==> config.mk <==
export PLATFORM = sky130hd
export DESIGN_NAME = assembly_token_lexer_unit
export DESIGN_NICKNAME = d
export VERILOG_FILES = /design/src/sv/atl_pkg.sv /design/src/sv/assembly_token_lexer_unit.sv /design/src/sv/atl_front.sv /design/src/sv/atl_queue.sv /design/src/sv/atl_core.sv
export SDC_FILE = /design/constraint.sdc
export NUM_CORES = 1
export LEC_CHECK = 0
export BUFFER_PORTS_ARGS = -buffer_cell sky130_fd_sc_hd__buf_2
export CELL_PAD_IN_SITES_DETAIL_PLACEMENT = 1
export CELL_PAD_IN_SITES_GLOBAL_PLACEMENT = 1
export CORE_MARGIN = 3
export CORE_UTILIZATION = 55
export CTS_BUF_LIST = sky130_fd_sc_hd__clkbuf_8
export DETAILED_ROUTE_END_ITERATION = 16
export GPL_ROUTABILITY_DRIVEN = 1
export MAX_ROUTING_LAYER = met4
export PLACE_DENSITY = 0.95
export SYNTH_ARGS = -nofsm -noshare
export SYNTH_HDL_FRONTEND = slang
export SYNTH_HIERARCHICAL = 1
export SYNTH_SLANG_ARGS = --single-unit
==> constraint.sdc <==
create_clock -name clk -period 5.77 [get_ports clk]
set_input_delay 1.154 -clock clk [delete_from_list [all_inputs] [get_ports clk]]
set_output_delay 1.154 -clock clk [all_outputs]
set_load 0.02 [all_outputs]
==> src/sv/atl_pkg.sv <==
// ----------------------------------------------------------------------------
// atl_pkg
// Shared types, codes and the keyword table of the assembly token lexer.
// ----------------------------------------------------------------------------
package atl_pkg;

	localparam int KW_COUNT       = 22;
	localparam int KW_IDX_W       = 5;
	localparam int MAX_WORD_LEN_D = 254;
	localparam int QUEUE_DEPTH    = 4;
	localparam int QUEUE_PTR_W    = 2;

	localparam int CHAR_W  = 8;
	localparam int KIND_W  = 3;
	localparam int VALUE_W = 8;
	localparam int LINE_W  = 16;
	localparam int OUT_W   = 32;

	// token kinds
	localparam logic [KIND_W-1:0] KIND_VALUE = 3'd0;
	localparam logic [KIND_W-1:0] KIND_REG   = 3'd1;
	localparam logic [KIND_W-1:0] KIND_INSTR = 3'd2;
	localparam logic [KIND_W-1:0] KIND_ERROR = 3'd3;
	localparam logic [KIND_W-1:0] KIND_END   = 3'd4;

	// class of the word being collected
	localparam logic [1:0] CLS_NONE    = 2'd0;
	localparam logic [1:0] CLS_VALUE   = 2'd1;
	localparam logic [1:0] CLS_REG     = 2'd2;
	localparam logic [1:0] CLS_KEYWORD = 2'd3;

	localparam logic [CHAR_W-1:0] CH_COLON = 8'h3A;
	localparam logic [CHAR_W-1:0] CH_AT    = 8'h40;
	localparam logic [CHAR_W-1:0] CH_PLUS  = 8'h2B;
	localparam logic [CHAR_W-1:0] CH_MINUS = 8'h2D;
	localparam logic [CHAR_W-1:0] CH_SPACE = 8'h20;
	localparam logic [CHAR_W-1:0] CH_TAB   = 8'h09;
	localparam logic [CHAR_W-1:0] CH_NL    = 8'h0A;
	localparam logic [CHAR_W-1:0] CH_VT    = 8'h0B;
	localparam logic [CHAR_W-1:0] CH_CR    = 8'h0D;
	localparam logic [CHAR_W-1:0] CH_ZERO  = 8'h30;
	localparam logic [CHAR_W-1:0] CH_NINE  = 8'h39;
	localparam logic [LINE_W-1:0] LINE_MAX = 16'hFFFF;

	// one classified character as it travels through the queue
	typedef struct packed {
		logic [CHAR_W-1:0] ch;
		logic              is_end;
		logic              is_sep;
		logic              is_nl;
		logic              is_digit;
		logic              is_pad;    // 0x0B..0x0D, skipped before a number
		logic              is_plus;
		logic              is_minus;
		logic              is_colon;
		logic              is_at;
	} char_cls_t;

	// keyword text, left aligned, zero padded to eight bytes
	function automatic logic [63:0] kw_row(input logic [KW_IDX_W-1:0] k);
		logic [63:0] r;
		case (k)
			5'd0:    r = {"DEPOSIT", 8'h00};
			5'd1:    r = {"LOAD", 32'h0};
			5'd2:    r = {"UNLOAD", 16'h0};
			5'd3:    r = {"PUSH", 32'h0};
			5'd4:    r = {"POP", 40'h0};
			5'd5:    r = {"ADD", 40'h0};
			5'd6:    r = {"SUB", 40'h0};
			5'd7:    r = {"JUMP", 32'h0};
			5'd8:    r = {"EXIT", 32'h0};
			5'd9:    r = {"SKIP", 32'h0};
			5'd10:   r = {"PRT", 40'h0};
			5'd11:   r = {"LABEL", 24'h0};
			5'd12:   r = {"M_MOVE", 16'h0};
			5'd13:   r = {"M_LOAD", 16'h0};
			5'd14:   r = {"M_ADD", 24'h0};
			5'd15:   r = {"M_ADDI", 16'h0};
			5'd16:   r = {"M_SUB", 24'h0};
			5'd17:   r = {"M_SUBI", 16'h0};
			5'd18:   r = {"M_PUSH", 16'h0};
			5'd19:   r = {"M_POP", 24'h0};
			5'd20:   r = {"M_LOOP", 16'h0};
			5'd21:   r = {"M_PRINT", 8'h00};
			default: r = 64'h0;
		endcase
		return r;
	endfunction

	function automatic logic [7:0] kw_len(input logic [KW_IDX_W-1:0] k);
		logic [7:0] n;
		case (k)
			5'd0, 5'd21:                              n = 8'd7;
			5'd2, 5'd12, 5'd13, 5'd15, 5'd17, 5'd18,
			5'd20:                                    n = 8'd6;
			5'd11, 5'd14, 5'd16, 5'd19:               n = 8'd5;
			5'd1, 5'd3, 5'd7, 5'd8, 5'd9:             n = 8'd4;
			5'd4, 5'd5, 5'd6, 5'd10:                  n = 8'd3;
			default:                                  n = 8'd0;
		endcase
		return n;
	endfunction

	function automatic logic [CHAR_W-1:0] kw_char(input logic [KW_IDX_W-1:0] k,
			input logic [2:0] p);
		logic [63:0] r;
		logic [2:0]  slot;
		r    = kw_row(k);
		slot = 3'd7 - p;
		return r[8*slot +: 8];
	endfunction

endpackage

==> src/sv/assembly_token_lexer_unit.sv <==
// ----------------------------------------------------------------------------
// assembly_token_lexer_unit
// Lexer for assembly text: one character word in, zero or one token out.
// Input stream s_*: s_tdata[7:0] is a character, byte 0 ends the text.
// Output stream m_*: one token per finished word, an end token or a syntax
// error; m_tlast marks the last token of a text (end, error, or the word
// flushed by byte 0). Separators (space, tab, newline) close words.
// Throughput: one character per cycle while the queue is not full. The core handles
// one queued character per cycle unless a token waits on m_tready; the token
// register is reloaded in the cycle it is taken. An accepted character is written
// into the queue; a token it completes is then loaded into the token register
// behind m_tvalid. A four-entry queue sits between classifier and core, so the
// input keeps flowing while m_tready is low; when it fills, s_tready drops.
// Reset empties the queue, drops any pending token and sets the line count to one.
// ----------------------------------------------------------------------------
module assembly_token_lexer_unit #(
	parameter int MAX_WORD_LEN = atl_pkg::MAX_WORD_LEN_D
) (
	input  logic                      clk,
	input  logic                      arst_n,
	input  logic                      s_tvalid,
	output logic                      s_tready,
	input  logic [atl_pkg::CHAR_W-1:0] s_tdata,   // [7:0] char_code
	output logic                      m_tvalid,
	input  logic                      m_tready,
	output logic [atl_pkg::OUT_W-1:0] m_tdata,    // [2:0] token_kind, [10:3] token_value,
	                                              // [26:11] line_number, rest zero
	output logic                      m_tlast     // final_flag
);
	import atl_pkg::*;

	char_cls_t in_cls;
	char_cls_t head;
	logic      q_full;
	logic      head_valid;
	logic      pop;
	logic      push;

	assign s_tready = !q_full;
	assign push     = s_tvalid && !q_full;

	// front: classify the character
	atl_front u_front (
		.char_code (s_tdata),
		.cls       (in_cls)
	);

	// decoupling queue
	atl_queue u_queue (
		.clk        (clk),
		.arst_n     (arst_n),
		.push       (push),
		.push_data  (in_cls),
		.full       (q_full),
		.pop        (pop),
		.head_valid (head_valid),
		.head       (head)
	);

	// back: word state and token register
	atl_core #(
		.MAX_WORD_LEN (MAX_WORD_LEN)
	) u_core (
		.clk        (clk),
		.arst_n     (arst_n),
		.head_valid (head_valid),
		.head       (head),
		.pop        (pop),
		.m_tvalid   (m_tvalid),
		.m_tready   (m_tready),
		.m_tdata    (m_tdata),
		.m_tlast    (m_tlast)
	);

`ifndef SYNTHESIS
	// a token never carries line zero
	a_line_nonzero: assert property (@(posedge clk) disable iff (!arst_n)
		m_tvalid |-> (m_tdata[26:11] != 16'd0))
		else $error("token with line number zero");

	// end and error tokens close a text
	a_end_last: assert property (@(posedge clk) disable iff (!arst_n)
		m_tvalid && ((m_tdata[2:0] == KIND_END) || (m_tdata[2:0] == KIND_ERROR))
		|-> m_tlast && (m_tdata[10:3] == 8'd0))
		else $error("end or error token without last or with value");

	// keyword tokens index inside the table
	a_kw_range: assert property (@(posedge clk) disable iff (!arst_n)
		m_tvalid && (m_tdata[2:0] == KIND_INSTR) |-> (m_tdata[10:3] < 8'(KW_COUNT)))
		else $error("keyword index out of range");
`endif

endmodule

==> src/sv/atl_front.sv <==
// ----------------------------------------------------------------------------
// atl_front
// Classifies each incoming character for the lexer core.
// ----------------------------------------------------------------------------
module atl_front (
	input  logic [atl_pkg::CHAR_W-1:0] char_code,
	output atl_pkg::char_cls_t         cls
);
	import atl_pkg::*;

	always_comb begin
		cls.ch       = char_code;
		cls.is_end   = (char_code == '0);
		cls.is_nl    = (char_code == CH_NL);
		cls.is_sep   = (char_code == CH_SPACE) || (char_code == CH_TAB) || (char_code == CH_NL);
		cls.is_digit = (char_code >= CH_ZERO) && (char_code <= CH_NINE);
		cls.is_pad   = (char_code >= CH_VT) && (char_code <= CH_CR);
		cls.is_plus  = (char_code == CH_PLUS);
		cls.is_minus = (char_code == CH_MINUS);
		cls.is_colon = (char_code == CH_COLON);
		cls.is_at    = (char_code == CH_AT);
	end

endmodule

==> src/sv/atl_queue.sv <==
// ----------------------------------------------------------------------------
// atl_queue
// Short queue of classified characters between front and core.
// ----------------------------------------------------------------------------
module atl_queue (
	input  logic               clk,
	input  logic               arst_n,
	input  logic               push,
	input  atl_pkg::char_cls_t push_data,
	output logic               full,
	input  logic               pop,
	output logic               head_valid,
	output atl_pkg::char_cls_t head
);
	import atl_pkg::*;

	char_cls_t              mem_q [QUEUE_DEPTH];
	logic [QUEUE_PTR_W-1:0] wr_ptr_q;
	logic [QUEUE_PTR_W-1:0] rd_ptr_q;
	logic [QUEUE_PTR_W:0]   count_q;

	assign full       = (count_q == (QUEUE_PTR_W+1)'(QUEUE_DEPTH));
	assign head_valid = (count_q != '0);
	assign head       = mem_q[rd_ptr_q];

	always_ff @(posedge clk) begin
		if (push) begin
			mem_q[wr_ptr_q] <= push_data;
		end
	end

	always_ff @(posedge clk or negedge arst_n) begin
		if (!arst_n) begin
			wr_ptr_q <= '0;
			rd_ptr_q <= '0;
			count_q  <= '0;
		end else begin
			if (push) begin
				wr_ptr_q <= wr_ptr_q + 1'b1;
			end
			if (pop) begin
				rd_ptr_q <= rd_ptr_q + 1'b1;
			end
			case ({push, pop})
				2'b10:   count_q <= count_q + 1'b1;
				2'b01:   count_q <= count_q - 1'b1;
				default: count_q <= count_q;
			endcase
		end
	end

endmodule

==> src/sv/atl_core.sv <==
// ----------------------------------------------------------------------------
// atl_core
// Word state machine: keyword mask, number decode, line count, output reg.
// ----------------------------------------------------------------------------
module atl_core #(
	parameter int MAX_WORD_LEN = atl_pkg::MAX_WORD_LEN_D
) (
	input  logic                       clk,
	input  logic                       arst_n,
	input  logic                       head_valid,
	input  atl_pkg::char_cls_t         head,
	output logic                       pop,
	output logic                       m_tvalid,
	input  logic                       m_tready,
	output logic [atl_pkg::OUT_W-1:0]  m_tdata,
	output logic                       m_tlast
);
	import atl_pkg::*;

	localparam logic [7:0] POS_LIMIT = 8'(MAX_WORD_LEN);

	logic [1:0]          wclass_q, wclass_n;
	logic [KW_COUNT-1:0] cand_q, cand_n;
	logic [7:0]          pos_q, pos_n;
	logic [7:0]          low_q, low_n;
	logic                ovf_q, ovf_n;
	logic                neg_q, neg_n;
	logic                ended_q, ended_n;
	logic                started_q, started_n;
	logic                err_q, err_n;
	logic [LINE_W-1:0]   line_q, line_n;

	logic                out_valid_q;
	logic [OUT_W-1:0]    out_data_q;
	logic                out_last_q;

	// token of the pending word
	logic                kw_hit;
	logic [KW_IDX_W-1:0] kw_idx;
	logic [KIND_W-1:0]   w_kind;
	logic [VALUE_W-1:0]  w_value;

	// per item
	logic                emit;
	logic [KIND_W-1:0]   e_kind;
	logic [VALUE_W-1:0]  e_value;
	logic                e_last;
	logic [1:0]          cls_eff;
	logic [11:0]         acc;

	assign pop      = head_valid && (!out_valid_q || m_tready);
	assign m_tvalid = out_valid_q;
	assign m_tdata  = out_data_q;
	assign m_tlast  = out_last_q;

	always_comb begin
		kw_hit = 1'b0;
		kw_idx = '0;
		for (int k = KW_COUNT - 1; k >= 0; k--) begin
			if (cand_q[k] && (kw_len(KW_IDX_W'(k)) == pos_q)) begin
				kw_hit = 1'b1;
				kw_idx = KW_IDX_W'(k);
			end
		end
		if ((wclass_q == CLS_VALUE) || (wclass_q == CLS_REG)) begin
			w_kind = (wclass_q == CLS_VALUE) ? KIND_VALUE : KIND_REG;
			if (neg_q) begin
				w_value = 8'(8'd0 - low_q);
			end else begin
				w_value = ovf_q ? 8'd0 : low_q;
			end
		end else if (kw_hit) begin
			w_kind  = KIND_INSTR;
			w_value = VALUE_W'(kw_idx);
		end else begin
			w_kind  = KIND_ERROR;
			w_value = '0;
		end
	end

	always_comb begin
		wclass_n  = wclass_q;
		cand_n    = cand_q;
		pos_n     = pos_q;
		low_n     = low_q;
		ovf_n     = ovf_q;
		neg_n     = neg_q;
		ended_n   = ended_q;
		started_n = started_q;
		err_n     = err_q;
		line_n    = line_q;
		emit      = 1'b0;
		e_kind    = w_kind;
		e_value   = w_value;
		e_last    = (w_kind == KIND_ERROR);
		cls_eff   = wclass_q;
		acc       = {1'b0, low_q, 3'b0} + {3'b0, low_q, 1'b0} + {8'b0, head.ch[3:0]};

		if (err_q) begin
			if (head.is_end) begin
				err_n     = 1'b0;
				wclass_n  = CLS_NONE;
				cand_n    = '1;
				pos_n     = '0;
				low_n     = '0;
				ovf_n     = 1'b0;
				neg_n     = 1'b0;
				ended_n   = 1'b0;
				started_n = 1'b0;
				line_n    = LINE_W'(1);
			end
		end else if (head.is_end) begin
			emit = 1'b1;
			if (wclass_q == CLS_NONE) begin
				e_kind  = KIND_END;
				e_value = '0;
			end
			e_last    = 1'b1;
			wclass_n  = CLS_NONE;
			cand_n    = '1;
			pos_n     = '0;
			low_n     = '0;
			ovf_n     = 1'b0;
			neg_n     = 1'b0;
			ended_n   = 1'b0;
			started_n = 1'b0;
			line_n    = LINE_W'(1);
		end else if (head.is_sep) begin
			if (wclass_q != CLS_NONE) begin
				emit      = 1'b1;
				err_n     = (w_kind == KIND_ERROR);
				wclass_n  = CLS_NONE;
				cand_n    = '1;
				pos_n     = '0;
				low_n     = '0;
				ovf_n     = 1'b0;
				neg_n     = 1'b0;
				ended_n   = 1'b0;
				started_n = 1'b0;
			end
			if (head.is_nl && (line_q != LINE_MAX)) begin
				line_n = line_q + 1'b1;
			end
		end else if (pos_q < POS_LIMIT) begin
			if (pos_q == '0) begin
				if (head.is_colon) begin
					cls_eff = CLS_VALUE;
				end else if (head.is_at) begin
					cls_eff = CLS_REG;
				end else begin
					cls_eff = CLS_KEYWORD;
				end
			end
			wclass_n = cls_eff;
			if (cls_eff == CLS_KEYWORD) begin
				for (int k = 0; k < KW_COUNT; k++) begin
					cand_n[k] = cand_q[k] && (pos_q < kw_len(KW_IDX_W'(k)))
						&& (kw_char(KW_IDX_W'(k), pos_q[2:0]) == head.ch);
				end
			end else if ((pos_q != '0) && !ended_q) begin
				if (!started_q && head.is_pad) begin
					// leading pad bytes are skipped
				end else if (!started_q && (head.is_plus || head.is_minus)) begin
					started_n = 1'b1;
					neg_n     = head.is_minus;
				end else begin
					started_n = 1'b1;
					if (head.is_digit) begin
						low_n = acc[7:0];
						if (acc > 12'd255) begin
							ovf_n = 1'b1;
						end
					end else begin
						ended_n = 1'b1;
					end
				end
			end
			pos_n = pos_q + 1'b1;
		end
	end

	always_ff @(posedge clk or negedge arst_n) begin
		if (!arst_n) begin
			wclass_q    <= CLS_NONE;
			cand_q      <= '1;
			pos_q       <= '0;
			low_q       <= '0;
			ovf_q       <= 1'b0;
			neg_q       <= 1'b0;
			ended_q     <= 1'b0;
			started_q   <= 1'b0;
			err_q       <= 1'b0;
			line_q      <= LINE_W'(1);
			out_valid_q <= 1'b0;
		end else begin
			if (pop) begin
				wclass_q  <= wclass_n;
				cand_q    <= cand_n;
				pos_q     <= pos_n;
				low_q     <= low_n;
				ovf_q     <= ovf_n;
				neg_q     <= neg_n;
				ended_q   <= ended_n;
				started_q <= started_n;
				err_q     <= err_n;
				line_q    <= line_n;
			end
			if (pop && emit) begin
				out_valid_q <= 1'b1;
			end else if (m_tready) begin
				out_valid_q <= 1'b0;
			end
		end
	end

	always_ff @(posedge clk) begin
		if (pop && emit) begin
			out_data_q <= {5'b0, line_q, e_value, e_kind};
			out_last_q <= e_last;
		end
	end

endmodule
==> flow_summary.html, run 1 <==
<table>
<tr><th>Metric</th><th>Value</th></tr>
<tr><th colspan="2">Run status</th></tr>
<tr><td>Outcome</td><td>finished clean</td></tr>
<tr><th colspan="2">CTS</th></tr>
<tr><td>Depth of the CTS H-tree</td><td>4</td></tr>
<tr><td>Clk slew on worst S/H paths</td><td>100 ps</td></tr>
<tr><td>Clock sink count</td><td>165</td></tr>
<tr><td>Post-cts hold buffer count</td><td>0</td></tr>
<tr><td>Total setup buffers inserted after CTS</td><td>0</td></tr>
<tr><td>Clock buffers created by TritonCTS</td><td>17</td></tr>
<tr><td>CTS tree</td><td>yes</td></tr>
<tr><td>Clk Latency, worst-skew pair</td><td>480 ps</td></tr>
<tr><td>Number of gates resized after CTS</td><td>0</td></tr>
<tr><td>Clock root cell</td><td>sky130_fd_sc_hd__clkbuf_8</td></tr>
<tr><td>Maximum buffer depth of the clock tree</td><td>2</td></tr>
<tr><th colspan="2">Worst hold path</th></tr>
<tr><td>Hold Path Depth</td><td>1</td></tr>
<tr><td>Origin of the worst min-delay path</td><td>u_queue/count_q[2]</td></tr>
<tr><td>Type of the tightest min-delay check</td><td>register to register</td></tr>
<tr><td>Worst hold path endpoint</td><td>u_queue/count_q[2]</td></tr>
<tr><th colspan="2">Setup path</th></tr>
<tr><td>Worst reg2reg endpoint</td><td>u_core/low_q[5]</td></tr>
<tr><td>Buffers and inverters on the worst path</td><td>1</td></tr>
<tr><td>R2R Path Start</td><td>u_queue/rd_ptr_q[0]</td></tr>
<tr><td>Crit-path leading delay family</td><td>multiplexers</td></tr>
<tr><td>CP Launch Type</td><td>register</td></tr>
<tr><td>Max Fanout on Critical Path</td><td>14</td></tr>
<tr><td>Worst EP required</td><td>6130 ps</td></tr>
<tr><td>List of cells traversed by the critical path</td><td>buf_4, mux4_1, or2_2, or4_2, o22ai_4, a21o_1, mux2_2</td></tr>
<tr><td>Setup slack of the worst register-to-register path</td><td>1390 ps</td></tr>
<tr><td>Path depth of the worst reg2reg path</td><td>7</td></tr>
<tr><td>Largest stage delay on the critical path</td><td>800 ps</td></tr>
<tr><td>Kind of critical path</td><td>register to register</td></tr>
<tr><td>Worst setup EP type</td><td>register</td></tr>
<tr><td>Critical-path top delay cell</td><td>sky130_fd_sc_hd__dfrtp_1</td></tr>
<tr><td>Worst path arrival time</td><td>4740 ps</td></tr>
<tr><th colspan="2">Global route</th></tr>
<tr><td>Vias in the first global route</td><td>8252</td></tr>
<tr><td>Overall overflow remaining after global route</td><td>0</td></tr>
<tr><td>Maximum number of pins on one net before global-route repair</td><td>54</td></tr>
<tr><td>Antenna violations before repair</td><td>1</td></tr>
<tr><td>GRT Resource Usage Total</td><td>32.3%</td></tr>
<tr><td>Wire length of the first global-routing pass</td><td>47800 µm</td></tr>
<tr><th colspan="2">Synth</th></tr>
<tr><td>Syn. warnings</td><td>6</td></tr>
<tr><td>Post-synth design cell area</td><td>9810 µm²</td></tr>
<tr><td>Proportion of synthesized chip area in sequential cells</td><td>47.3%</td></tr>
<tr><td>Async SR Flop Fraction</td><td>41.8%</td></tr>
<tr><td>Dominant combinational cell family by area after synthesis</td><td>simple AND/OR/NAND/NOR gates</td></tr>
<tr><td>Post-synthesis share of cell area spent on xor and xnor gates</td><td>5.80%</td></tr>
<tr><td>Main synth FF type</td><td>sky130_fd_sc_hd__edfxtp_1</td></tr>
<tr><td>Post-Syn Instances</td><td>917</td></tr>
<tr><td>Post-synthesis simple-gate area fraction</td><td>16.9%</td></tr>
<tr><td>Compound-gate portion of the synthesized area</td><td>13.6%</td></tr>
<tr><td>Adder-cell share of the synthesized area</td><td>4.82%</td></tr>
<tr><td>Unique masters post-synth</td><td>93</td></tr>
<tr><td>#FFs+latches synth</td><td>165</td></tr>
<tr><td>Synthesized area divided by synthesized cell count</td><td>10.7 µm²</td></tr>
<tr><td>Proportion of synthesized area in mux cells</td><td>6.12%</td></tr>
<tr><td>Number of synthesized flops with an enable pin</td><td>96</td></tr>
<tr><th colspan="2">Detailed routing</th></tr>
<tr><td>Drt total wl</td><td>30400 µm</td></tr>
<tr><td>Antenna Nets Post-Route</td><td>0</td></tr>
<tr><td>Number of DRC markers in iteration 0</td><td>865</td></tr>
<tr><td>Total via count after detailed routing</td><td>7855</td></tr>
<tr><td>1st-pass router iterations</td><td>6</td></tr>
<tr><td>DRC violation count after routing</td><td>0</td></tr>
<tr><td>Average wire per standard cell</td><td>26.1 µm</td></tr>
<tr><td>Via/cell ratio</td><td>6.75</td></tr>
<tr><th colspan="2">Floorplanning</th></tr>
<tr><td>Starting utilization of the core area</td><td>56.5%</td></tr>
<tr><td>Count of pins on the block boundary</td><td>47</td></tr>
<tr><td>Placeable core region</td><td>17400 µm²</td></tr>
<tr><td>Rows</td><td>48</td></tr>
<tr><td>Horiz. Die Dim</td><td>140 µm</td></tr>
<tr><td>Die Y</td><td>140 µm</td></tr>
<tr><td>Die area</td><td>19500 µm²</td></tr>
<tr><th colspan="2">STA</th></tr>
<tr><td>Slew margin rel.</td><td>32.9%</td></tr>
<tr><td>Final hold vios</td><td>0</td></tr>
<tr><td>Setup TNS after final layout</td><td>0 ps</td></tr>
<tr><td>Final setup violation count</td><td>0</td></tr>
<tr><td>Final Max Tran Viols</td><td>0</td></tr>
<tr><td>Unrepaired setup endpoints after global routing</td><td>no</td></tr>
<tr><td>Final worst path period need</td><td>4380 ps</td></tr>
<tr><td>Highest attainable clock frequency</td><td>228 MHz</td></tr>
<tr><td>Final setup skew</td><td>16.4 ps</td></tr>
<tr><td>Period Utilization, post-route</td><td>75.9%</td></tr>
<tr><td>Tightest Pin Transition</td><td>1010 ps</td></tr>
<tr><th colspan="2">Finish</th></tr>
<tr><td>Layout area overhead</td><td>6.05%</td></tr>
<tr><td>Final-stage net count</td><td>972</td></tr>
<tr><td>Share of post-route cells with drive strength above 1</td><td>17.1%</td></tr>
<tr><td>Fill cell count</td><td>1814</td></tr>
<tr><td>Layout Cells excl Fill</td><td>1163</td></tr>
<tr><th colspan="2">Placed design</th></tr>
<tr><td>Count of buffers inserted at the top-level ports</td><td>41</td></tr>
<tr><td>RD Place Congestion</td><td>0.916</td></tr>
<tr><td>Detail Placement HPWL</td><td>20700 µm</td></tr>
<tr><td>Number of placed cells counting well taps</td><td>1130</td></tr>
<tr><th colspan="2">Run</th></tr>
<tr><td>Number of max-capacitance violations reported</td><td>0</td></tr>
<tr><th colspan="2">Power and ir drop</th></tr>
<tr><td>Static Leak</td><td>4.06 nW</td></tr>
<tr><td>Pwr Density</td><td>624 nW/µm²</td></tr>
<tr><td>Worst voltage drop across the vdd grid</td><td>307 µV</td></tr>
</table>
==> state kept, by name (all words and copies together), names as in the netlist, 3 cells and up <==
name / count
u_queue/mem_q: 68
u_core/m_tdata: 27
u_core/cand_q: 22
u_core/line_q: 16
u_core/low_q: 8
u_core/pos_q: 8
u_queue/count_q: 3
==> worst max-delay path by stage <==
stage                         from                 to  slack [ps]  cells past startpoint
6_report       u_queue/rd_ptr_q[0]    u_core/low_q[5]        1390                      7
2_1_floorplan             m_tready  u_core/m_tdata[0]        1880                      3
5_1_grt        u_queue/rd_ptr_q[0]    u_core/low_q[5]        1240                      7
3_3_place_gp   u_queue/rd_ptr_q[0]    u_core/low_q[7]        1790                      7
3_5_place_dp   u_queue/rd_ptr_q[0]    u_core/low_q[3]        1510                      7
4_1_cts        u_queue/rd_ptr_q[0]    u_core/low_q[5]        1450                      7
==> cells in the final DEF, fill, tap and decap left out, types with 6 or more instances in the layout <==
master / n
sky130_fd_sc_hd__dfrtp_1: 46
sky130_fd_sc_hd__o21ai_0: 38
sky130_fd_sc_hd__a211oi_1: 6
sky130_fd_sc_hd__nor2_1: 92
sky130_fd_sc_hd__dfstp_2: 23
sky130_fd_sc_hd__mux4_2: 8
sky130_fd_sc_hd__nand2b_1: 10
sky130_fd_sc_hd__buf_2: 41
sky130_fd_sc_hd__nand4_1: 13
sky130_fd_sc_hd__o31ai_1: 15
sky130_fd_sc_hd__xor2_1: 37
sky130_fd_sc_hd__edfxtp_1: 96
sky130_fd_sc_hd__ha_1: 33
sky130_fd_sc_hd__mux2i_1: 8
sky130_fd_sc_hd__a21o_1: 7
sky130_fd_sc_hd__xnor2_1: 28
sky130_fd_sc_hd__or3b_2: 6
sky130_fd_sc_hd__nor3_1: 21
sky130_fd_sc_hd__clkbuf_8: 19
sky130_fd_sc_hd__a21oi_1: 35
sky130_fd_sc_hd__inv_1: 38
sky130_fd_sc_hd__nor2b_1: 12
sky130_fd_sc_hd__nor4_1: 11
sky130_fd_sc_hd__o22ai_1: 10
sky130_fd_sc_hd__buf_4: 12
sky130_fd_sc_hd__nand3_1: 20
sky130_fd_sc_hd__a31oi_1: 16
sky130_fd_sc_hd__nand2_1: 65
sky130_fd_sc_hd__mux2_2: 8
sky130_fd_sc_hd__and2_1: 10
sky130_fd_sc_hd__and3_1: 11
sky130_fd_sc_hd__mux4_1: 9
==> where the power goes <==
part	internal, mW	total (mW)	switching, mW
sequential	1.69	2.01	0.321
clock	0.370	0.825	0.455
combinational	1.29	3.65	2.36
total	3.35	6.49	3.14
==> layout make-up <==
| class | instances | area, µm² | share of cell area [%] |
|---|---|---|---|
| Antenna cell | 1 | 2.50 | 0.0241 |
| Clock buffer | 19 | 262 | 2.51 |
| Clock inverter | 13 | 128 | 1.23 |
| Inverter | 37 | 139 | 1.34 |
| Multi-Input combinational cell | 650 | 4660 | 44.8 |
| Sequential cell | 165 | 4640 | 44.6 |
| Tap cell | 225 | 282 | 2.71 |
| Timing Repair Buffer | 53 | 295 | 2.84 |
==> layer usage <==
| metal | wire length [µm] | share of wire (%) | GRT usage (%) | up-vias |
|---|---|---|---|---|
| li1 | - | - | - | 3388 |
| met1 | 12000 | 39 | 41.0 | 3959 |
| met2 | 15200 | 50 | 52.2 | 405 |
| met3 | 2150 | 7.1 | 5.98 | 103 |
| met4 | 1080 | 3.6 | 12.2 | 0 |
| met5 | 0 | 0 | - | - |
==> cell families (layout without fill, tap and decap cells) <==
logic type	count (synthesis)	in the layout
AND/OR/NAND/NOR	317	317
AO/OA/AOI/OAI	193	193
flip-flops	165	165
buffers and inverters	106	122
XOR/XNOR	65	65
adder cells (fa/ha/maj)	36	36
multiplexers	34	34
other	1	6
==> synth_stat cells (23+ instances only) <==
master / number / area [µm²]
sky130_fd_sc_hd__ha_1: 33 / 413
sky130_fd_sc_hd__xor2_1: 37 / 324
sky130_fd_sc_hd__xnor2_1: 28 / 245
sky130_fd_sc_hd__inv_1: 37 / 139
sky130_fd_sc_hd__nor2_1: 92 / 345
sky130_fd_sc_hd__edfxtp_1: 96 / 2880
sky130_fd_sc_hd__a21oi_1: 35 / 175
sky130_fd_sc_hd__o21ai_0: 38 / 190
sky130_fd_sc_hd__clkbuf_1: 29 / 109
sky130_fd_sc_hd__dfstp_2: 23 / 604
sky130_fd_sc_hd__dfrtp_1: 46 / 1150
sky130_fd_sc_hd__nand2_1: 65 / 244
==> metrics by stage <==
stage                     area (µm²)  hold slack [ps]  util, %  power, mW  setup WS (ps)
final                          10400              506     59.9       6.49           1390
after global routing           10400              534     59.9       6.86           1240
after CTS                      10400              505     59.9       6.40           1450
after detailed placement       10000              493     57.7       5.52           1510
after global placement         10000              471     57.7       5.20           1790
after floorplan                 9820              423        -       4.56           1880
No activity file was read; power rests on OpenSTA's default activity.
==> inputs of run 2 (changes only) <==
Settings changed: CORE_UTILIZATION 55 to 51, PLACE_DENSITY 0.95 to 0.9.
Clock period 5.77 ns to 4.3 ns, I/O delays scaled along.
==> run 2 against run 1 <==
Highest routed layer unchanged. Sequential share of layout area shrank 0.50 points. Worst setup slack worse by 810 ps. Critical endpoint is now u_core/ovf_q. Sequential power grew 30%. Register-to-register slack lost 810 ps.
==> flow_summary.html, run 2 (synthesis gave the netlist of run 1 again) <==
<table>
<tr><th>Metric</th><th>Value</th></tr>
<tr><th colspan="2">Run status</th></tr>
<tr><td>Outcome</td><td>finished clean</td></tr>
<tr><th colspan="2">Floorplanning</th></tr>
<tr><td>Rows</td><td>50</td></tr>
<tr><td>Horiz. Die Dim</td><td>145 µm</td></tr>
<tr><td>Starting utilization of the core area</td><td>52.1%</td></tr>
<tr><td>Placeable core region</td><td>18800 µm²</td></tr>
<tr><td>Die Y</td><td>145 µm</td></tr>
<tr><td>Die area</td><td>20900 µm²</td></tr>
<tr><td>Count of pins on the block boundary</td><td>47</td></tr>
<tr><th colspan="2">Global route</th></tr>
<tr><td>Vias in the first global route</td><td>7787</td></tr>
<tr><td>Overall overflow remaining after global route</td><td>0</td></tr>
<tr><td>Maximum number of pins on one net before global-route repair</td><td>70</td></tr>
<tr><td>Antenna violations before repair</td><td>0</td></tr>
<tr><td>Wire length of the first global-routing pass</td><td>43500 µm</td></tr>
<tr><td>GRT Resource Usage Total</td><td>27.8%</td></tr>
<tr><th colspan="2">Setup path</th></tr>
<tr><td>Worst reg2reg endpoint</td><td>u_core/ovf_q</td></tr>
<tr><td>Path depth of the worst reg2reg path</td><td>11</td></tr>
<tr><td>List of cells traversed by the critical path</td><td>buf_4, mux4_1, fa_1, inv_1, fa_1, nor2b_1, o21ai_0, nand2_1, nand4_1, o21ai_0, a221oi_2</td></tr>
<tr><td>CP Launch Type</td><td>register</td></tr>
<tr><td>Setup slack of the worst register-to-register path</td><td>580 ps</td></tr>
<tr><td>Largest stage delay on the critical path</td><td>700 ps</td></tr>
<tr><td>Worst setup EP type</td><td>register</td></tr>
<tr><td>Max Fanout on Critical Path</td><td>18</td></tr>
<tr><td>Worst EP required</td><td>4640 ps</td></tr>
<tr><td>R2R Path Start</td><td>u_queue/rd_ptr_q[0]</td></tr>
<tr><td>Critical-path top delay cell</td><td>sky130_fd_sc_hd__mux4_1</td></tr>
<tr><td>Kind of critical path</td><td>register to register</td></tr>
<tr><td>Worst path arrival time</td><td>4060 ps</td></tr>
<tr><th colspan="2">Worst hold path</th></tr>
<tr><td>Worst hold path endpoint</td><td>u_core/cand_q[10]</td></tr>
<tr><td>Origin of the worst min-delay path</td><td>u_core/cand_q[10]</td></tr>
<tr><td>Type of the tightest min-delay check</td><td>register to register</td></tr>
<tr><td>Hold Path Depth</td><td>2</td></tr>
<tr><th colspan="2">STA</th></tr>
<tr><td>Final setup violation count</td><td>0</td></tr>
<tr><td>Period Utilization, post-route</td><td>86.5%</td></tr>
<tr><td>Worst Hold Margin</td><td>496 ps</td></tr>
<tr><td>Highest attainable clock frequency</td><td>269 MHz</td></tr>
<tr><td>Setup TNS after final layout</td><td>0 ps</td></tr>
<tr><td>Final worst path period need</td><td>3720 ps</td></tr>
<tr><td>Unrepaired setup endpoints after global routing</td><td>no</td></tr>
<tr><td>Final Max Tran Viols</td><td>0</td></tr>
<tr><td>Slew margin rel.</td><td>36.5%</td></tr>
<tr><td>Tightest Pin Transition</td><td>952 ps</td></tr>
<tr><td>Final hold vios</td><td>0</td></tr>
<tr><td>Final setup skew</td><td>14.7 ps</td></tr>
<tr><th colspan="2">CTS</th></tr>
<tr><td>Number of gates resized after CTS</td><td>0</td></tr>
<tr><td>Post-cts hold buffer count</td><td>0</td></tr>
<tr><td>Maximum buffer depth of the clock tree</td><td>2</td></tr>
<tr><td>Clk slew on worst S/H paths</td><td>90 ps</td></tr>
<tr><td>Clock buffers created by TritonCTS</td><td>17</td></tr>
<tr><td>Depth of the CTS H-tree</td><td>4</td></tr>
<tr><td>Total setup buffers inserted after CTS</td><td>0</td></tr>
<tr><td>Clk Latency, worst-skew pair</td><td>470 ps</td></tr>
<tr><td>CTS tree</td><td>yes</td></tr>
<tr><td>Clock root cell</td><td>sky130_fd_sc_hd__clkbuf_8</td></tr>
<tr><td>Clock sink count</td><td>165</td></tr>
<tr><th colspan="2">Run</th></tr>
<tr><td>Number of max-capacitance violations reported</td><td>0</td></tr>
<tr><th colspan="2">Power and ir drop</th></tr>
<tr><td>Relative contribution of sequential cells to total power</td><td>30.2%</td></tr>
<tr><td>Pwr Density</td><td>824 nW/µm²</td></tr>
<tr><td>Power share of the combinational group</td><td>56.1%</td></tr>
<tr><td>Internal power summed over all cells</td><td>4.57 mW</td></tr>
<tr><td>Overall power consumption</td><td>8.67 mW</td></tr>
<tr><td>Switching Share</td><td>47.3%</td></tr>
<tr><td>Worst voltage drop across the vdd grid</td><td>384 µV</td></tr>
<tr><td>Clock power share</td><td>13.6%</td></tr>
<tr><td>Static Leak</td><td>4.10 nW</td></tr>
<tr><td>Switching power total</td><td>4.10 mW</td></tr>
<tr><th colspan="2">Placed design</th></tr>
<tr><td>RD Place Congestion</td><td>0.938</td></tr>
<tr><td>Count of buffers inserted at the top-level ports</td><td>41</td></tr>
<tr><td>Placed cell area</td><td>10100 µm²</td></tr>
<tr><td>Detail Placement HPWL</td><td>19400 µm</td></tr>
<tr><th colspan="2">Detailed routing</th></tr>
<tr><td>Via/cell ratio</td><td>6.34</td></tr>
<tr><td>Antenna Nets Post-Route</td><td>0</td></tr>
<tr><td>1st-pass router iterations</td><td>5</td></tr>
<tr><td>Drt total wl</td><td>27600 µm</td></tr>
<tr><td>Average wire per standard cell</td><td>22.9 µm</td></tr>
<tr><td>Number of DRC markers in iteration 0</td><td>709</td></tr>
<tr><td>Total via count after detailed routing</td><td>7623</td></tr>
<tr><td>DRC violation count after routing</td><td>0</td></tr>
<tr><th colspan="2">Finish</th></tr>
<tr><td>Final design area excluding fillers</td><td>10500 µm²</td></tr>
<tr><td>Number of antenna diodes</td><td>0</td></tr>
<tr><td>Layout area overhead</td><td>7.26%</td></tr>
<tr><td>Commonest cells after routing, fill and taps aside</td><td>96 x sky130_fd_sc_hd__edfxtp_1, 92 x sky130_fd_sc_hd__nor2_1, 65 x sky130_fd_sc_hd__nand2_1</td></tr>
<tr><td>Leading cell type in the layout, fill and taps excluded</td><td>sky130_fd_sc_hd__edfxtp_1</td></tr>
<tr><td>Final-stage net count</td><td>978</td></tr>
<tr><td>Flip-flop count of the largest register, all copies and words added</td><td>68</td></tr>
<tr><td>Fill cell count</td><td>2016</td></tr>
<tr><td>Register name with the most flops</td><td>u_queue/mem_q</td></tr>
<tr><td>Share of post-route cells with drive strength above 1</td><td>17.7%</td></tr>
</table>
-- run 2: changes by cell type in the layout (fill, tap and decap cells not counted), sizes merged --
cell      change
clkinvlp      -1
buf           +6
bufinv        +1
clkinv        -4
clkbuf        -2
inv           +6
diode         -1
-- run 2: metrics by stage --
step	setup WS, ps	util [%]	cells
detailed placement	690	53.6	1171
floorplan	681	-	921
CTS	590	55.9	1203
global placement	896	53.6	1171
global route	401	55.9	1203
finish	581	55.9	1203
-- run 2: routing by layer --
metal / share of wire [%] / track usage [%]
met1: 41 / 36.6
met2: 50 / 43.9
met3: 7.0 / 5.32
met4: 2.3 / 8.98
met5: 0 / -
-- run 2: how the worst max path moves through the flow --
stage | start | end | cells after the start
6_report | u_queue/rd_ptr_q[0] | u_core/ovf_q | 11
5_1_grt | u_queue/rd_ptr_q[0] | u_core/ovf_q | 11
4_1_cts | u_queue/rd_ptr_q[0] | u_core/ovf_q | 11
3_5_place_dp | u_queue/rd_ptr_q[0] | u_core/ovf_q | 11
3_3_place_gp | u_queue/rd_ptr_q[0] | u_core/low_q[7] | 10
2_1_floorplan | u_queue/rd_ptr_q[0] | u_core/m_tdata[0] | 6
-- run 2: final cells by class --
| class | count | area, µm² | area share [%] |
|---|---|---|---|
| multi-input cells | 650 | 4660 | 44.3 |
| clock inverters | 15 | 185 | 1.76 |
| inverters | 37 | 139 | 1.32 |
| repair buffers | 59 | 343 | 3.26 |
| flip-flops and latches | 165 | 4640 | 44.1 |
| clock buffers | 17 | 234 | 2.22 |
| well taps | 260 | 325 | 3.09 |
-- run 2: power groups by stage --
stage	clock (mW)	sequential [mW]	combinational, mW
floorplan	0	2.62	3.50
global placement	0	2.60	4.50
detailed placement	0	2.64	4.72
CTS	1.20	2.62	4.80
global route	1.26	2.68	5.30
finish	1.18	2.62	4.87
-- run 2: worst max-delay path: cells and delay by family, from the launching register on --
| family | cells | cell delay [ps] |
|---|---|---|
| buffers and inverters | 2 | 390 |
| AO/OA/AOI/OAI | 3 | 530 |
| flip-flops | 1 | 390 |
| adder cells (fa/ha/maj) | 2 | 1050 |
| AND/OR/NAND/NOR | 3 | 540 |
| multiplexers | 1 | 700 |
==> inputs of run 3 (changes only) <==
Settings changed: CAP_MARGIN set to 20.
Clock period 4.3 ns to 4.2 ns, I/O delays scaled along.
==> run 3 against run 2 <==
Final area fell by 0.46%. Combinational power rose by 2%. Worst hold slack got worse by 15 ps. Sequential cell count did not move. Clock power fell by 7%. Die area did not move. Global-route usage rose by 0.30 points. Non-clock buffer count did not move. Critical path depth fell by 4.
==> flow_summary.html, run 3 (synthesis gave the netlist of run 1 again) <==
<table>
<tr><th>Metric</th><th>Value</th></tr>
<tr><th colspan="2">CTS</th></tr>
<tr><td>Clock buffers created by TritonCTS</td><td>17</td></tr>
<tr><td>Depth of the CTS H-tree</td><td>4</td></tr>
<tr><td>Post-cts hold buffer count</td><td>0</td></tr>
<tr><td>Clk slew on worst S/H paths</td><td>100 ps</td></tr>
<tr><td>Clock root cell</td><td>sky130_fd_sc_hd__clkbuf_8</td></tr>
<tr><td>Maximum buffer depth of the clock tree</td><td>2</td></tr>
<tr><td>Clock sink count</td><td>165</td></tr>
<tr><td>Total setup buffers inserted after CTS</td><td>0</td></tr>
<tr><td>Clk Latency, worst-skew pair</td><td>470 ps</td></tr>
<tr><td>CTS tree</td><td>yes</td></tr>
<tr><td>Number of gates resized after CTS</td><td>0</td></tr>
<tr><th colspan="2">Global route</th></tr>
<tr><td>Maximum number of pins on one net before global-route repair</td><td>70</td></tr>
<tr><td>Overall overflow remaining after global route</td><td>0</td></tr>
<tr><td>Antenna violations before repair</td><td>0</td></tr>
<tr><td>GRT Resource Usage Total</td><td>28.1%</td></tr>
<tr><td>Vias in the first global route</td><td>7747</td></tr>
<tr><td>Wire length of the first global-routing pass</td><td>43800 µm</td></tr>
<tr><th colspan="2">Floorplanning</th></tr>
<tr><td>Rows</td><td>50</td></tr>
<tr><td>Die Y</td><td>145 µm</td></tr>
<tr><td>Starting utilization of the core area</td><td>52.1%</td></tr>
<tr><td>Die area</td><td>20900 µm²</td></tr>
<tr><td>Horiz. Die Dim</td><td>145 µm</td></tr>
<tr><td>Count of pins on the block boundary</td><td>47</td></tr>
<tr><td>Placeable core region</td><td>18800 µm²</td></tr>
<tr><th colspan="2">Finish</th></tr>
<tr><td>Flip-flop count of the largest register, all copies and words added</td><td>68</td></tr>
<tr><td>Commonest cells after routing, fill and taps aside</td><td>96 x sky130_fd_sc_hd__edfxtp_1, 92 x sky130_fd_sc_hd__nor2_1, 65 x sky130_fd_sc_hd__nand2_1</td></tr>
<tr><td>Layout area overhead</td><td>6.76%</td></tr>
<tr><td>Final-stage net count</td><td>978</td></tr>
<tr><td>Register name with the most flops</td><td>u_queue/mem_q</td></tr>
<tr><td>Fill cell count</td><td>2034</td></tr>
<tr><td>Total area of multi-input combinational cells</td><td>4660 µm²</td></tr>
<tr><td>Share of post-route cells with drive strength above 1</td><td>17.7%</td></tr>
<tr><td>Number of antenna diodes</td><td>0</td></tr>
<tr><td>FF/Latch Area</td><td>4640 µm²</td></tr>
<tr><td>Leading cell type in the layout, fill and taps excluded</td><td>sky130_fd_sc_hd__edfxtp_1</td></tr>
<tr><td>Layout Utilization</td><td>55.6%</td></tr>
<tr><th colspan="2">Placed design</th></tr>
<tr><td>Count of buffers inserted at the top-level ports</td><td>41</td></tr>
<tr><td>RD Place Congestion</td><td>0.956</td></tr>
<tr><td>Detail Placement HPWL</td><td>20100 µm</td></tr>
<tr><th colspan="2">Setup path</th></tr>
<tr><td>Setup slack of the worst register-to-register path</td><td>550 ps</td></tr>
<tr><td>Worst path arrival time</td><td>4000 ps</td></tr>
<tr><td>CP Launch Type</td><td>register</td></tr>
<tr><td>R2R Path Start</td><td>u_queue/rd_ptr_q[0]</td></tr>
<tr><td>Worst setup EP type</td><td>register</td></tr>
<tr><td>Kind of critical path</td><td>register to register</td></tr>
<tr><td>Path depth of the worst reg2reg path</td><td>7</td></tr>
<tr><td>Max Fanout on Critical Path</td><td>14</td></tr>
<tr><td>Worst EP required</td><td>4550 ps</td></tr>
<tr><td>Worst reg2reg endpoint</td><td>u_core/low_q[3]</td></tr>
<tr><th colspan="2">Detailed routing</th></tr>
<tr><td>Total via count after detailed routing</td><td>7602</td></tr>
<tr><td>1st-pass router iterations</td><td>5</td></tr>
<tr><td>Via/cell ratio</td><td>6.32</td></tr>
<tr><td>Number of DRC markers in iteration 0</td><td>519</td></tr>
<tr><td>Average wire per standard cell</td><td>23.0 µm</td></tr>
<tr><td>Drt total wl</td><td>27700 µm</td></tr>
<tr><td>Antenna Nets Post-Route</td><td>0</td></tr>
<tr><td>DRC violation count after routing</td><td>0</td></tr>
<tr><th colspan="2">STA</th></tr>
<tr><td>Final hold vios</td><td>0</td></tr>
<tr><td>Final setup skew</td><td>14.7 ps</td></tr>
<tr><td>Unrepaired setup endpoints after global routing</td><td>no</td></tr>
<tr><td>Highest attainable clock frequency</td><td>274 MHz</td></tr>
<tr><td>Slew margin rel.</td><td>38.1%</td></tr>
<tr><td>Final Max Tran Viols</td><td>0</td></tr>
<tr><td>Setup TNS after final layout</td><td>0 ps</td></tr>
<tr><td>Worst Hold Margin</td><td>481 ps</td></tr>
<tr><td>Tightest Pin Transition</td><td>929 ps</td></tr>
<tr><td>Period Utilization, post-route</td><td>86.8%</td></tr>
<tr><td>Final worst path period need</td><td>3650 ps</td></tr>
<tr><td>Final setup violation count</td><td>0</td></tr>
<tr><th colspan="2">Power and ir drop</th></tr>
<tr><td>Power share of the combinational group</td><td>56.6%</td></tr>
<tr><td>Worst voltage drop across the vdd grid</td><td>503 µV</td></tr>
<tr><td>Pwr Density</td><td>835 nW/µm²</td></tr>
<tr><td>Relative contribution of sequential cells to total power</td><td>30.8%</td></tr>
<tr><td>Switching Share</td><td>48.1%</td></tr>
<tr><td>Internal power summed over all cells</td><td>4.54 mW</td></tr>
<tr><td>Switching power total</td><td>4.20 mW</td></tr>
<tr><td>Clock power share</td><td>12.6%</td></tr>
<tr><td>Static Leak</td><td>4.07 nW</td></tr>
<tr><th colspan="2">Run</th></tr>
<tr><td>Number of max-capacitance violations reported</td><td>0</td></tr>
<tr><th colspan="2">Run status</th></tr>
<tr><td>Outcome</td><td>finished clean</td></tr>
<tr><th colspan="2">Worst hold path</th></tr>
<tr><td>Type of the tightest min-delay check</td><td>primary input to asynchronous set/reset pin</td></tr>
</table>
[run 3: changes by cell type in the layout (fill, tap and decap cells not counted), sizes merged]
cell,change
clkinvlp,+2
bufinv,-2
[run 3: worst max-delay path, cell delays in order, from the launching register on]
cell and delay [ps]:
sky130_fd_sc_hd__dfrtp_1 530, sky130_fd_sc_hd__mux4_1 590, sky130_fd_sc_hd__buf_4 180, sky130_fd_sc_hd__or2_2 340
sky130_fd_sc_hd__or4_2 690, sky130_fd_sc_hd__o22ai_4 370, sky130_fd_sc_hd__a21o_1 430, sky130_fd_sc_hd__mux2_2 400
[run 3: layer usage]
layer  wire (µm)  global-route usage (%)  vias to the layer above
li1            -                       -                     3405
met1       11900                    37.6                     3884
met2       13700                    45.5                      262
met3        1580                    3.55                       51
met4         548                    8.15                        0
met5           0                       -                        -
[run 3: power by group through the flow]
stage / Clock [mW] / Sequential, mW / Combinational, mW
2_1_floorplan: 0 / 2.68 / 3.58
3_3_place_gp: 0 / 2.67 / 4.61
3_5_place_dp: 0 / 2.72 / 4.86
4_1_cts: 1.12 / 2.69 / 4.90
5_1_grt: 1.18 / 2.75 / 5.41
6_report: 1.10 / 2.70 / 4.95
[run 3: final cells by class]
type                            instances  share of cell area [%]
Clock inverter                         15                    1.30
Inverter                               37                    1.33
Timing Repair Buffer                   59                    3.27
Multi-Input combinational cell        650                    44.5
Tap cell                              260                    3.11
Clock buffer                           17                    2.23
Sequential cell                       165                    44.3
[run 3: metrics by stage]
step	cell area (µm²)	setup WS, ps	total power [mW]	instances
floorplan	9820	581	6.27	921
global placement	10100	800	7.28	1171
detailed placement	10100	637	7.58	1171
CTS	10500	583	8.70	1203
global route	10500	430	9.34	1203
finish	10500	554	8.75	1203
[run 3: how the worst max path moves through the flow]
| stage | slack, ps | cells past startpoint | to | start |
|---|---|---|---|---|
| 3_5_place_dp | 640 | 7 | u_core/low_q[5] | u_queue/rd_ptr_q[0] |
| 3_3_place_gp | 800 | 7 | u_core/low_q[6] | u_queue/rd_ptr_q[0] |
| 2_1_floorplan | 580 | 6 | u_core/m_tdata[0] | u_queue/rd_ptr_q[0] |
| 5_1_grt | 430 | 7 | u_core/low_q[6] | u_queue/rd_ptr_q[0] |
| 6_report | 550 | 7 | u_core/low_q[3] | u_queue/rd_ptr_q[0] |
| 4_1_cts | 580 | 7 | u_core/low_q[3] | u_queue/rd_ptr_q[0] |
